==> src/design/eulw_pkg.sv <==
// Package for the Euler path edge walker: command codes and the fixed field widths.
// No dependencies; the interfaces and the top level refer to it by scoped names.
`default_nettype none

package eulw_pkg;

  localparam int CMD_W   = 3;
  localparam int IDX_W   = 3;
  localparam int LABEL_W = 16;

  typedef enum logic [CMD_W-1:0] {
    CMD_ADD_NODE  = 3'd0,
    CMD_SET_DIR   = 3'd1,
    CMD_SET_UNDIR = 3'd2,
    CMD_WALK      = 3'd3,
    CMD_CLEAR     = 3'd4
  } cmd_e;

  localparam logic STATUS_OK  = 1'b0;
  localparam logic STATUS_REJ = 1'b1;

endpackage

`default_nettype wire

==> src/design/eulw_in_if.sv <==
// Command channel of the edge walker: valid/ready handshake and one command word.
// Depends on eulw_pkg for the field widths.
`default_nettype none

interface eulw_in_if;
  logic                          valid;
  logic                          ready;
  logic [eulw_pkg::CMD_W-1:0]    cmd;
  logic [eulw_pkg::LABEL_W-1:0]  node_label;
  logic [eulw_pkg::IDX_W-1:0]    row;
  logic [eulw_pkg::IDX_W-1:0]    col;
  logic                          edge_val;
  logic [eulw_pkg::IDX_W-1:0]    start_node;

  modport source (output valid, cmd, node_label, row, col, edge_val, start_node,
                  input ready);
  modport sink   (input valid, cmd, node_label, row, col, edge_val, start_node,
                  output ready);
endinterface

`default_nettype wire

==> src/design/eulw_out_if.sv <==
// Result channel of the edge walker: valid/ready handshake and one result word.
// Depends on eulw_pkg for the field widths.
`default_nettype none

interface eulw_out_if;
  logic                          valid;
  logic                          ready;
  logic                          status;
  logic                          has_node;
  logic [eulw_pkg::IDX_W-1:0]    out_index;
  logic [eulw_pkg::LABEL_W-1:0]  out_label;
  logic                          last;

  modport source (output valid, status, has_node, out_index, out_label, last,
                  input ready);
  modport sink   (input valid, status, has_node, out_index, out_label, last,
                  output ready);
endinterface

`default_nettype wire

==> src/design/euler_path_edge_walk_top.sv <==
// Top level of the Euler path edge walker: graph store, walk sequencer, result register.
// Depends on eulw_pkg, eulw_in_if, eulw_out_if, eulw_scan and eulw_stack.
`default_nettype none

// Graph commands (add node, set edge, clear edges, and rejected words) each leave a
// single result word in the output register. A walk starts with a push of the start
// node, then pushes one node for each edge it consumes and pops each node in two steps
// (the pop with its result word in ST_SCAN, then a read of the new stack top from the
// stack memory in ST_LOAD), the final pop excepted, which returns straight to idle.
// Pops wait while the result side stalls. The registered read port of the stack
// memory is what makes the ST_LOAD step needed. The block takes no new word until a
// walk has emitted its last result word.
module euler_path_edge_walk_top #(
  parameter int MAX_NODES   = 8,
  parameter int LABEL_WIDTH = 16
) (
  input  wire logic clk_i,
  input  wire logic rst_ni,
  eulw_in_if.sink   in_if,
  eulw_out_if.source out_if
);

  localparam int NW          = $clog2(MAX_NODES);
  localparam int CW          = $clog2(MAX_NODES + 1);
  localparam int XW          = (CW > eulw_pkg::IDX_W) ? CW : eulw_pkg::IDX_W;
  localparam int STACK_DEPTH = MAX_NODES * (MAX_NODES + 1) / 2 + 1;
  localparam int AW          = $clog2(STACK_DEPTH);
  localparam int LW          = $clog2(STACK_DEPTH + 1);
  localparam int LS          = (LABEL_WIDTH < eulw_pkg::LABEL_W) ? LABEL_WIDTH
                                                                 : eulw_pkg::LABEL_W;
  localparam logic [LW-1:0] DEPTH_L = LW'(STACK_DEPTH);
  localparam logic [CW-1:0] MAX_L   = CW'(MAX_NODES);

  typedef enum logic [1:0] {
    ST_IDLE,
    ST_SCAN,
    ST_LOAD
  } state_e;

  state_e               state_q, state_d;
  logic [MAX_NODES-1:0] adj_q  [MAX_NODES];
  logic [MAX_NODES-1:0] adj_d  [MAX_NODES];
  logic [MAX_NODES-1:0] used_q [MAX_NODES];
  logic [MAX_NODES-1:0] used_d [MAX_NODES];
  logic [LS-1:0]        labels_q [MAX_NODES];
  logic [CW-1:0]        count_q, count_d;
  logic [LW-1:0]        level_q, level_d;
  logic [NW-1:0]        cur_q, cur_d;

  logic                            out_valid_q, out_valid_d;
  logic                            out_status_q, out_status_d;
  logic                            out_has_q, out_has_d;
  logic [eulw_pkg::IDX_W-1:0]      out_idx_q, out_idx_d;
  logic [eulw_pkg::LABEL_W-1:0]    out_label_q, out_label_d;
  logic                            out_last_q, out_last_d;

  logic          out_free, accept, label_we;
  logic          scan_found;
  logic [NW-1:0] scan_idx;
  logic          st_wr_en, st_rd_en;
  logic [AW-1:0] st_wr_addr, st_rd_addr;
  logic [NW-1:0] st_wr_data, st_rd_data;
  logic          pop_fire;
  logic [XW-1:0] row_x, col_x, start_x, count_x;
  logic [NW-1:0] row_n, col_n;

  assign out_free    = !out_valid_q || out_if.ready;
  assign in_if.ready = (state_q == ST_IDLE) && out_free;
  assign accept      = in_if.valid && in_if.ready;

  assign row_x   = XW'(in_if.row);
  assign col_x   = XW'(in_if.col);
  assign start_x = XW'(in_if.start_node);
  assign count_x = XW'(count_q);
  assign row_n   = NW'(in_if.row);
  assign col_n   = NW'(in_if.col);

  eulw_scan #(
    .MAX_NODES(MAX_NODES)
  ) u_scan (
    .adj_row_i   (adj_q[cur_q]),
    .used_row_i  (used_q[cur_q]),
    .node_count_i(count_q),
    .found_o     (scan_found),
    .idx_o       (scan_idx)
  );

  eulw_stack #(
    .DEPTH(STACK_DEPTH),
    .DW   (NW)
  ) u_stack (
    .clk_i    (clk_i),
    .wr_en_i  (st_wr_en),
    .wr_addr_i(st_wr_addr),
    .wr_data_i(st_wr_data),
    .rd_en_i  (st_rd_en),
    .rd_addr_i(st_rd_addr),
    .rd_data_o(st_rd_data)
  );

  // A pop happens when the top node has no unused edge left (or the stack is full) and the result slot is free.
  assign pop_fire = (state_q == ST_SCAN) && !(scan_found && (level_q < DEPTH_L)) && out_free;

  always_comb begin
    state_d      = state_q;
    adj_d        = adj_q;
    used_d       = used_q;
    count_d      = count_q;
    level_d      = level_q;
    cur_d        = cur_q;
    out_valid_d  = out_valid_q && !out_if.ready;
    out_status_d = out_status_q;
    out_has_d    = out_has_q;
    out_idx_d    = out_idx_q;
    out_label_d  = out_label_q;
    out_last_d   = out_last_q;
    label_we     = 1'b0;
    st_wr_en     = 1'b0;
    st_wr_addr   = AW'(level_q);
    st_wr_data   = scan_idx;
    st_rd_en     = 1'b0;
    st_rd_addr   = AW'(level_q - LW'(2));

    case (state_q)
      ST_IDLE: begin
        if (accept) begin
          out_valid_d  = 1'b1;
          out_status_d = eulw_pkg::STATUS_OK;
          out_has_d    = 1'b0;
          out_idx_d    = '0;
          out_label_d  = '0;
          out_last_d   = 1'b1;
          case (in_if.cmd)
            eulw_pkg::CMD_ADD_NODE: begin
              if (count_q >= MAX_L) begin
                out_status_d = eulw_pkg::STATUS_REJ;
              end else begin
                label_we = 1'b1;
                count_d  = count_q + CW'(1);
              end
            end
            eulw_pkg::CMD_SET_DIR, eulw_pkg::CMD_SET_UNDIR: begin
              if ((row_x >= count_x) || (col_x >= count_x)) begin
                out_status_d = eulw_pkg::STATUS_REJ;
              end else begin
                adj_d[row_n][col_n] = in_if.edge_val;
                if (in_if.cmd == eulw_pkg::CMD_SET_UNDIR) begin
                  adj_d[col_n][row_n] = in_if.edge_val;
                end
              end
            end
            eulw_pkg::CMD_WALK: begin
              if (start_x >= count_x) begin
                out_status_d = eulw_pkg::STATUS_REJ;
              end else begin
                out_valid_d = out_valid_q && !out_if.ready;
                for (int r = 0; r < MAX_NODES; r++) begin
                  used_d[r] = '0;
                end
                st_wr_en   = 1'b1;
                st_wr_addr = '0;
                st_wr_data = NW'(in_if.start_node);
                cur_d      = NW'(in_if.start_node);
                level_d    = LW'(1);
                state_d    = ST_SCAN;
              end
            end
            eulw_pkg::CMD_CLEAR: begin
              for (int r = 0; r < MAX_NODES; r++) begin
                adj_d[r] = '0;
              end
            end
            default: begin
              out_status_d = eulw_pkg::STATUS_REJ;
            end
          endcase
        end
      end

      ST_SCAN: begin
        if (scan_found && (level_q < DEPTH_L)) begin
          used_d[cur_q][scan_idx] = 1'b1;
          used_d[scan_idx][cur_q] = 1'b1;
          st_wr_en = 1'b1;
          level_d  = level_q + LW'(1);
          cur_d    = scan_idx;
        end else if (out_free) begin
          out_valid_d  = 1'b1;
          out_status_d = eulw_pkg::STATUS_OK;
          out_has_d    = 1'b1;
          out_idx_d    = eulw_pkg::IDX_W'(cur_q);
          out_label_d  = eulw_pkg::LABEL_W'(labels_q[cur_q]);
          out_last_d   = (level_q == LW'(1));
          level_d      = level_q - LW'(1);
          if (level_q == LW'(1)) begin
            state_d = ST_IDLE;
          end else begin
            st_rd_en = 1'b1;
            state_d  = ST_LOAD;
          end
        end
      end

      ST_LOAD: begin
        cur_d   = st_rd_data;
        state_d = ST_SCAN;
      end

      default: begin
        state_d = ST_IDLE;
      end
    endcase
  end

  always_ff @(posedge clk_i or negedge rst_ni) begin
    if (!rst_ni) begin
      state_q     <= ST_IDLE;
      count_q     <= '0;
      level_q     <= '0;
      cur_q       <= '0;
      out_valid_q <= 1'b0;
      for (int r = 0; r < MAX_NODES; r++) begin
        adj_q[r]  <= '0;
        used_q[r] <= '0;
      end
    end else begin
      state_q     <= state_d;
      count_q     <= count_d;
      level_q     <= level_d;
      cur_q       <= cur_d;
      out_valid_q <= out_valid_d;
      adj_q       <= adj_d;
      used_q      <= used_d;
    end
  end

  always_ff @(posedge clk_i) begin
    out_status_q <= out_status_d;
    out_has_q    <= out_has_d;
    out_idx_q    <= out_idx_d;
    out_label_q  <= out_label_d;
    out_last_q   <= out_last_d;
    if (label_we) begin
      labels_q[NW'(count_q)] <= LS'(in_if.node_label);
    end
  end

  assign out_if.valid     = out_valid_q;
  assign out_if.status    = out_status_q;
  assign out_if.has_node  = out_has_q;
  assign out_if.out_index = out_idx_q;
  assign out_if.out_label = out_label_q;
  assign out_if.last      = out_last_q;

`ifndef ASSERT_OFF
  a_level_bound: assert property (@(posedge clk_i) disable iff (!rst_ni)
    level_q <= DEPTH_L)
    else $error("walk stack level beyond its depth");

  a_idle_empty: assert property (@(posedge clk_i) disable iff (!rst_ni)
    (state_q == ST_IDLE) |-> (level_q == '0))
    else $error("stack not empty while idle");

  a_last_pop_ends: assert property (@(posedge clk_i) disable iff (!rst_ni)
    (pop_fire && (level_q == LW'(1))) |=> (state_q == ST_IDLE) && out_last_q)
    else $error("final pop did not end the walk");

  a_load_after_pop: assert property (@(posedge clk_i) disable iff (!rst_ni)
    (state_q == ST_LOAD) |-> ($past(pop_fire) && !out_last_q))
    else $error("stack reload without a pop");

  a_count_bound: assert property (@(posedge clk_i) disable iff (!rst_ni)
    count_q <= MAX_L)
    else $error("node count beyond capacity");
`endif

endmodule

`default_nettype wire

==> src/design/eulw_scan.sv <==
// Neighbor scan unit: finds the lowest-index unused edge in one adjacency row.
// Shared by every walk step; depends on nothing but its parameter.
`default_nettype none

module eulw_scan #(
  parameter int MAX_NODES = 8
) (
  input  wire logic [MAX_NODES-1:0]                 adj_row_i,
  input  wire logic [MAX_NODES-1:0]                 used_row_i,
  input  wire logic [$clog2(MAX_NODES+1)-1:0]       node_count_i,
  output logic                                      found_o,
  output logic [$clog2(MAX_NODES)-1:0]              idx_o
);

  localparam int CW = $clog2(MAX_NODES + 1);
  localparam int NW = $clog2(MAX_NODES);

  logic [MAX_NODES-1:0] cand;

  always_comb begin
    for (int i = 0; i < MAX_NODES; i++) begin
      cand[i] = adj_row_i[i] && !used_row_i[i] && (CW'(i) < node_count_i);
    end
  end

  // Walk from the top down so that the lowest candidate wins.
  always_comb begin
    found_o = 1'b0;
    idx_o   = '0;
    for (int i = MAX_NODES - 1; i >= 0; i--) begin
      if (cand[i]) begin
        found_o = 1'b1;
        idx_o   = NW'(i);
      end
    end
  end

endmodule

`default_nettype wire

==> src/design/eulw_stack.sv <==
// Walk stack memory: one write port and one registered read port.
// Stand-alone; the sequencer in the top level keeps the stack pointer.
`default_nettype none

module eulw_stack #(
  parameter int DEPTH = 37,
  parameter int DW    = 3
) (
  input  wire logic                     clk_i,
  input  wire logic                     wr_en_i,
  input  wire logic [$clog2(DEPTH)-1:0] wr_addr_i,
  input  wire logic [DW-1:0]            wr_data_i,
  input  wire logic                     rd_en_i,
  input  wire logic [$clog2(DEPTH)-1:0] rd_addr_i,
  output logic      [DW-1:0]            rd_data_o
);

  logic [DW-1:0] mem_q [DEPTH];
  logic [DW-1:0] rd_data_q;

  always_ff @(posedge clk_i) begin
    if (wr_en_i) begin
      mem_q[wr_addr_i] <= wr_data_i;
    end
  end

  always_ff @(posedge clk_i) begin
    if (rd_en_i) begin
      rd_data_q <= mem_q[rd_addr_i];
    end
  end

  assign rd_data_o = rd_data_q;

endmodule

`default_nettype wire
==> src/flat_wrapper.sv <==
// flat-port wrapper written by rule: the top's interface ports become plain ports
module euler_path_edge_walk_top_flat 
#(
  parameter int MAX_NODES   = 8,
  parameter int LABEL_WIDTH = 16
)
  (clk_i, rst_ni, in_if_valid, in_if_cmd, in_if_node_label, in_if_row, in_if_col, in_if_edge_val, in_if_start_node, in_if_ready, out_if_valid, out_if_status, out_if_has_node, out_if_out_index, out_if_out_label, out_if_last, out_if_ready);
  eulw_in_if in_if_i ();
  eulw_out_if out_if_i ();
  input  wire logic clk_i;
  input  wire logic rst_ni;
  input wire logic [$bits(in_if_i.valid)-1:0] in_if_valid;
  input wire logic [$bits(in_if_i.cmd)-1:0] in_if_cmd;
  input wire logic [$bits(in_if_i.node_label)-1:0] in_if_node_label;
  input wire logic [$bits(in_if_i.row)-1:0] in_if_row;
  input wire logic [$bits(in_if_i.col)-1:0] in_if_col;
  input wire logic [$bits(in_if_i.edge_val)-1:0] in_if_edge_val;
  input wire logic [$bits(in_if_i.start_node)-1:0] in_if_start_node;
  output wire logic [$bits(in_if_i.ready)-1:0] in_if_ready;
  output wire logic [$bits(out_if_i.valid)-1:0] out_if_valid;
  output wire logic [$bits(out_if_i.status)-1:0] out_if_status;
  output wire logic [$bits(out_if_i.has_node)-1:0] out_if_has_node;
  output wire logic [$bits(out_if_i.out_index)-1:0] out_if_out_index;
  output wire logic [$bits(out_if_i.out_label)-1:0] out_if_out_label;
  output wire logic [$bits(out_if_i.last)-1:0] out_if_last;
  input wire logic [$bits(out_if_i.ready)-1:0] out_if_ready;
  assign in_if_i.valid = in_if_valid;
  assign in_if_i.cmd = in_if_cmd;
  assign in_if_i.node_label = in_if_node_label;
  assign in_if_i.row = in_if_row;
  assign in_if_i.col = in_if_col;
  assign in_if_i.edge_val = in_if_edge_val;
  assign in_if_i.start_node = in_if_start_node;
  assign in_if_ready = in_if_i.ready;
  assign out_if_valid = out_if_i.valid;
  assign out_if_status = out_if_i.status;
  assign out_if_has_node = out_if_i.has_node;
  assign out_if_out_index = out_if_i.out_index;
  assign out_if_out_label = out_if_i.out_label;
  assign out_if_last = out_if_i.last;
  assign out_if_i.ready = out_if_ready;
  euler_path_edge_walk_top #(.MAX_NODES(MAX_NODES), .LABEL_WIDTH(LABEL_WIDTH)) u_core (.clk_i(clk_i), .rst_ni(rst_ni), .in_if(in_if_i), .out_if(out_if_i));
endmodule
==> config.mk <==
export PLATFORM = sky130hd
export DESIGN_NAME = euler_path_edge_walk_top_flat
export DESIGN_NICKNAME = d
export VERILOG_FILES = /design/src/design/eulw_pkg.sv /design/src/design/eulw_in_if.sv /design/src/design/eulw_out_if.sv /design/src/design/euler_path_edge_walk_top.sv /design/src/design/eulw_scan.sv /design/src/design/eulw_stack.sv /design/src/flat_wrapper.sv
export SDC_FILE = /design/constraint.sdc
export NUM_CORES = 1
export LEC_CHECK = 0
export ABC_AREA = 1
export BUFFER_PORTS_ARGS = -buffer_cell sky130_fd_sc_hd__buf_4
export CAP_MARGIN = 20
export CORE_MARGIN = 2
export CORE_UTILIZATION = 59
export CTS_BUF_LIST = sky130_fd_sc_hd__clkbuf_4 sky130_fd_sc_hd__clkbuf_8
export DETAILED_ROUTE_END_ITERATION = 10
export GPL_ROUTABILITY_DRIVEN = 0
export MAX_ROUTING_LAYER = met4
export PLACE_DENSITY_LB_ADDON = 0.12
export SYNTH_ARGS = -nofsm -noshare
export SYNTH_HDL_FRONTEND = slang
export SYNTH_SLANG_ARGS = --single-unit
==> constraint.sdc <==
create_clock -name clk_i -period 4 [get_ports clk_i]
set_clock_uncertainty 0.05 [all_clocks]
set_input_delay 1.2 -clock clk_i [delete_from_list [all_inputs] [get_ports clk_i]]
set_output_delay 1.2 -clock clk_i [all_outputs]
set_load 0.02 [all_outputs]
* Word level (Yosys, flattened, before mapping) *
Memory sizes are Yosys's and may differ from the RTL's. A register that Yosys moved wholly into a read port is not among the register bits.
Index checks and enable logic that the tools add are counted.

word-level totals
  memories kept = 2
  memory bits (writable) = 239
  input port bits = 33
  word-level logic and storage cells = 257
  register bits after elaboration = 166
  output and inout port bits = 24

operators by class
  bitwise gates (word level) = 7
  $add $sub $neg = 4
  reduce and logical (&&, ||, !) cells = 53
  order comparisons = 29
  eq/ne operators = 15
  muxes and demuxes = 121

memories
  name                  depth  width  read ports  clocked after Yosys merged registers in  wr ports  RTL line                        source
  u_core.labels_q       8      16     1           0                                        1         euler_path_edge_walk_top.sv:45  logic [LS-1:0] labels_q [MAX_NODES];
  u_core.u_stack.mem_q  37     3      1           1                                        1         eulw_stack.sv:18                logic [DW-1:0] mem_q [DEPTH];

operators with widths
  cell                number
  $mux 64             6
  $pmux 64 s2         2
  $bwmux 64           2
  $or 64x64->64       2
  $demux 8 s3         4
  $mux 8              8
  $mux 3              19
  $mux 6              9
  $bmux 8 s3          2
  $mux 16             3
  $mux 1              45
  $pmux 16 s2         1
  $logic_and 1x1->1   28
  $ge 4x4->1 const B  5
  $reduce_and 5->1    4
  $lt 3x4->1 const A  4
  $lt 3x4->1 const B  4
  $lt 4x1->1 const B  4
  $not 3->4           4
  $demux 1 s3         4
  $ge 3x1->1 const B  4
  $ge 3x4->1          3
  $mux 2              6
  $pmux 6 s2          1
  other kinds (30)    55

* Longest topological paths before layout *
  depth in word-level cells = 25
  mapped depth = 23
  depth with buffers taken out = 21

* Cells and area by module *
From an unflattened synthesis, not the netlist that was laid out.

second synthesis, totals
  cell total of the unflattened synthesis = 2,513
  area, all modules = 21,270.4 sq um

by module, submodules not included
  module                    seq. area each (sq um)  instances  cells each  area an instance (sq um)
  euler_path_edge_walk_top  8,107.8                 1          2,048       16,234.3
  eulw_stack                3,423.3                 1          418         4,812.1
  eulw_scan                 0.0                     1          47          224.0

* Least setup slack after synthesis *
OpenSTA, ideal clock, no wires.

  path kind = input-to-reg
  start = in in_if_start_node[0]
  end = mem u_core.u_stack.mem_q[0][0] (data pin)
  buffers on the path = 1
  setup time = 493 ps
  stages on the path = 11
  arrival time = 3,672 ps
  setup slack = -215 ps
  data required time = 3,457 ps
  cell sequence = inv_1 -> ha_1 -> o21ai_0 -> nand2_1 -> a21oi_1 -> nor2_1 -> nor2_1 -> inv_1 -> nor2_1 -> clkbuf_1 -> o21ai_0

between the ends
  longest elaborated chain between the ends = 5

ends and longest elaborated chain
  what                            RTL line                         source
  start: declaration              flat_wrapper.sv:18               input wire logic [$bits(in_if_i.start_node)-1:0] in_if_start_node;
  $ge 3x4->1                      euler_path_edge_walk_top.sv:153  if (start_x >= count_x) begin
  $mux 3 *                        euler_path_edge_walk_top.sv:153
  $mux 3 *                        euler_path_edge_walk_top.sv:133  case (in_if.cmd)
  $mux 3 *                        euler_path_edge_walk_top.sv:126  if (accept) begin
  $mux 3 *                        euler_path_edge_walk_top.sv:124  case (state_q)
  named net u_core.st_wr_data[0]  euler_path_edge_walk_top.sv:62   logic [NW-1:0] st_wr_data, st_rd_data;
  end: declaration                eulw_stack.sv:18

The timed path passes the listed nets; every way through them passes the cells marked *.

* Worst setup path after layout *
  start = reg u_core.count_q[1]
  end = mem u_core.u_stack.mem_q[14][2], enable pin

between the ends
  longest elaborated chain between the ends = 15
  elaborated cells between the ends (all ways) = 37
  those cells by class = 9 x order compare; 19 x mux; 9 x reduce/logical

ends and longest elaborated chain
  what                          RTL line                         source
  start: declaration            euler_path_edge_walk_top.sv:46   logic [CW-1:0] count_q, count_d;
  start signal: assignment      euler_path_edge_walk_top.sv:228  count_q <= count_d;
  $lt 3x4->1                    eulw_scan.sv:22                  cand[i] = adj_row_i[i] && !used_row_i[i] && (CW'(i) < node_count_i);
  $logic_and 1x1->1             eulw_scan.sv:22
  $mux 1 (8 in series)          eulw_scan.sv:31                  if (cand[i]) begin
  $logic_and 1x1->1             --
  $mux 1                        euler_path_edge_walk_top.sv:181  if (scan_found && (level_q < DEPTH_L)) begin
  $pmux 1 s2                    euler_path_edge_walk_top.sv:124
  $mux 1                        eulw_stack.sv:22                 if (wr_en_i) begin
  $mux 1 (implied by the code)  eulw_stack.sv:23                 mem_q[wr_addr_i] <= wr_data_i;

Parallel ways exist; a longest one is shown, timed or not.

==> results_dict.tcl <==
set metrics [dict create \
    setup_viol 0 \
    max-slew-margin-rel 0.265 \
    min_from "u_core.adj_q[29]$_DFFE_PN0P_" \
    fin_nets 2215 \
    clkTransAtPathRegs_ns 0.06 \
    period_share 0.845 \
    die_area_mm2 0.0352 \
    cts.htree.levels 3 \
    cpPeakStageDelay_ns 0.47 \
    mostFrequentLayoutCells "403 x nand2_1, 264 x edfxtp_1, 244 x inv_1" \
    numPortBuffers 56 \
    routed_wl_mm 51.4 \
    layout_setup_ws_ns 0.619 \
    path_buf_inv 3 \
    die_y_um 188 \
    crit_path_end_kind "flip-flop" \
    power_per_cell_area_mw_per_mm2 794 \
    syn-num-nets 2141 \
    status "finished clean" \
    numClockSinks 408 \
    p_leak_nw 9.15 \
    synthFlopType "edfxtp_1" \
    r2r_cells 17 \
    ir_drop_v 0.000732 \
    path_cells "inv_1 > ha_1 > o21ai_0 > nand3_1 > nor2_1 > nand3_2 > nand2_1 > nor2_2 > nand2_4 > nand2_4 > inv_4 > nand2_2 > nand2_4 > inv_4 > nor2_8 > nand3_4 > nor2_2" \
    crit_family "simple AND/OR/NAND/NOR gates" \
    tightest_slew_ns 1.10 \
    max_cap_viol_count 0 \
    grt_use_total 0.306 \
    antenna_found_initial 1 \
    drt-initial-drc-count 1451 \
    clk_latency_ns 0.63 \
    setup_tns_ns 0 \
    grt_pass1_vias 14900 \
    synth_async_sr_flop_share 0.353 \
    area_growth_syn_to_layout_pct 12.3 \
    place_ws_ns 0.159 \
    routedWlPerCell_um 19.3 \
    critPathRequiredTime_ns 4.27 \
    yosysUniqueCellTypes 52 \
    path_class "flip-flop to flip-flop" \
    cp-start-kind "flip-flop" \
    pin_count 57 \
    top_usage_layer "met2" \
    yosys_warnings 0 \
    path_max_fanout 9 \
    syn_area_mm2 0.0199 \
    row_count 67 \
    cts_tree "built" \
    num_vias 15600 \
    hold_depth 1 \
    timing.fmax_mhz 296 \
    fp.dieW_um 188 \
    rr_startpoint "u_core.count_q[1]$_DFFE_PN0P_" \
    n_fill_cell 2697 \
    clock-root-buffer "clkbuf_8" \
    hold_end "u_core.adj_q[29]$_DFFE_PN0P_" \
    cts_resized 0 \
    crit_top_cell "nand2_4" \
    synth_seq_cells 408 \
    cts_buffers 69 \
    start_util 0.596 \
    crit_arrival_ns 3.65 \
    post-route-drc-count 0 \
    synthCells 2086 \
    seq_area_frac_synth 0.580 \
    grt_overflow 0 \
    drtPass1Iterations 6 \
    vias_per_cell 5.85 \
    synth_edf_count 264 \
    use_met2 0.458 \
    final.min_clock_period_ns 3.38 \
    final_common_cell "nand2_1" \
    crit_path_top_delay_cell "dfrtp_1" \
    grt_pass1_wl_mm 81.2 \
    dp_hpwl_mm 32.6 \
    cts_hold_buf 0 \
    slew_viol_final 0 \
    synth_area_per_cell_um2 9.53 \
    worstHoldPathType "flip-flop to flip-flop" \
    reg2reg_setup_slack_ns 0.62 \
    finalHoldViolCount 0 \
    ant_nets 0 \
    coreArea_mm2 0.0334 \
    rr_endpoint "u_core.u_stack.mem_q[14][2]$_DFFE_PP_" \
    met3_usage 0.0623 \
    grt_max_degree 80 \
    clockBufferDepth 3 \
    cts_setup_buffers 0 \
    met1_usage 0.415 \
    drive_gt1_frac 0.140 \
    rsz0062_at_grt "no" \
]
-- logic make-up after synthesis --
logic type | Yosys count | synth area share
compound gates | 451 | 0.141
flops | 408 | 0.580
buf+inv | 359 | 0.0739
fa+ha+maj | 22 | 0.0139
xor+xnor | 7 | 0.00309
simple gates | 839 | 0.187
-- cell type report --
class	instances	area (um^2)	share of cell area
repair buffers	101	862	0.0386
flip-flops and latches	408	11500	0.517
well taps	448	561	0.0251
inverters	261	990	0.0443
clock inverters	17	155	0.00695
multi-input cells	1319	6920	0.310
clock buffers	110	1300	0.0583
diodes	1	2.50	0.000112
-- Yosys cell counts (3+ instances only) --
library cell    n  area share
edfxtp_1      264        0.40
a41oi_1        13      0.0057
a211oi_1       11      0.0042
xor2_1          5      0.0022
clkbuf_1       65       0.012
o21a_1          6      0.0023
nand2_4         8      0.0045
o2111ai_1      16      0.0071
buf_6           8      0.0045
clkinv_1        7      0.0013
a2bb2oi_1       4      0.0018
buf_2          16      0.0040
o31ai_1        10      0.0038
inv_4           4      0.0013
nor2_2         16      0.0050
nand2_2         7      0.0022
nand3_1       111       0.028
a221oi_1       14      0.0062
inv_1         244       0.046
o22ai_1        29      0.0091
a31oi_1         7      0.0022
o211ai_1       20      0.0076
inv_2           6      0.0011
nor2_1        205       0.039
nor3_1         55       0.014
a22oi_1        28       0.011
a22o_1         12      0.0053
nor2_4         17      0.0096
o21ai_1         4      0.0010
nand2_1       404       0.076
buf_4           4      0.0015
dfrtp_1       144        0.18
o221ai_1        9      0.0040
a21oi_1        64       0.016
o21ai_0       194       0.049
buf_1           4     0.00076
o21ai_2         3      0.0013
ha_1           22       0.014
nand4_1         5      0.0016
-- per-layer routing --
metal	up-vias	share of wire
li1	7288	-
met3	134	0.081
met2	730	0.46
met5	-	0
met4	0	0.035
met1	7436	0.43
-- per-stage QoR --
step | power [mW] | hold slack, ns | std cells | cell area, um^2 | utilization
finish | 17.7 | 0.444 | 2665 | 22300 | 0.669
detailed placement | 13.8 | 0.433 | 2537 | 20900 | 0.625
global route | 18.8 | 0.461 | 2665 | 22300 | 0.669
global placement | 13.7 | 0.424 | 2537 | 20900 | 0.625
CTS | 17.8 | 0.446 | 2664 | 22300 | 0.669
floorplan | 11.3 | 0.413 | 2086 | 19900 | -
-- registers in the layout, summed over array words and instances (netlist names) --
signal,flops
u_core.out_if.out_index,3
u_core.u_stack.rd_data_o,3
u_core.adj_q,64
u_core.out_if.has_node,1
u_core.count_q,4
u_core.out_if.last,1
u_core.u_stack.mem_q,111
u_core.cur_q,3
u_core.out_if.out_label,16
u_core.level_q,6
u_core.used_q,64
u_core.out_if.status,1
u_core.out_if.valid,1
u_core.labels_q,128
u_core.state_q,2
-- worst max-delay path by stage --
stage / startpoint / endpoint / slack (ns) / cells after the start
CTS: u_core.count_q[1]$_DFFE_PN0P_ / u_core.u_stack.mem_q[7][1]$_DFFE_PP_ / 0.60 / 17
finish: u_core.count_q[1]$_DFFE_PN0P_ / u_core.u_stack.mem_q[14][2]$_DFFE_PP_ / 0.62 / 17
floorplan: in_if_start_node[0] / u_core.u_stack.mem_q[0][0]$_DFFE_PP_ / -0.21 / 11
detailed placement: in_if_start_node[0] / u_core.u_stack.mem_q[7][1]$_DFFE_PP_ / 0.16 / 17
global route: u_core.count_q[1]$_DFFE_PN0P_ / u_core.u_stack.mem_q[5][1]$_DFFE_PP_ / 0.35 / 17
global placement: in_if_start_node[0] / u_core.u_stack.mem_q[15][1]$_DFFE_PP_ / 0.23 / 17
-- power by group --
part           leakage (nW)  switching, mW  internal, mW
combinational          4.07           5.30          2.20
sequential             4.31          0.376          5.96
clock                 0.774           1.72          2.16
(Power assumes the default switching activity.)
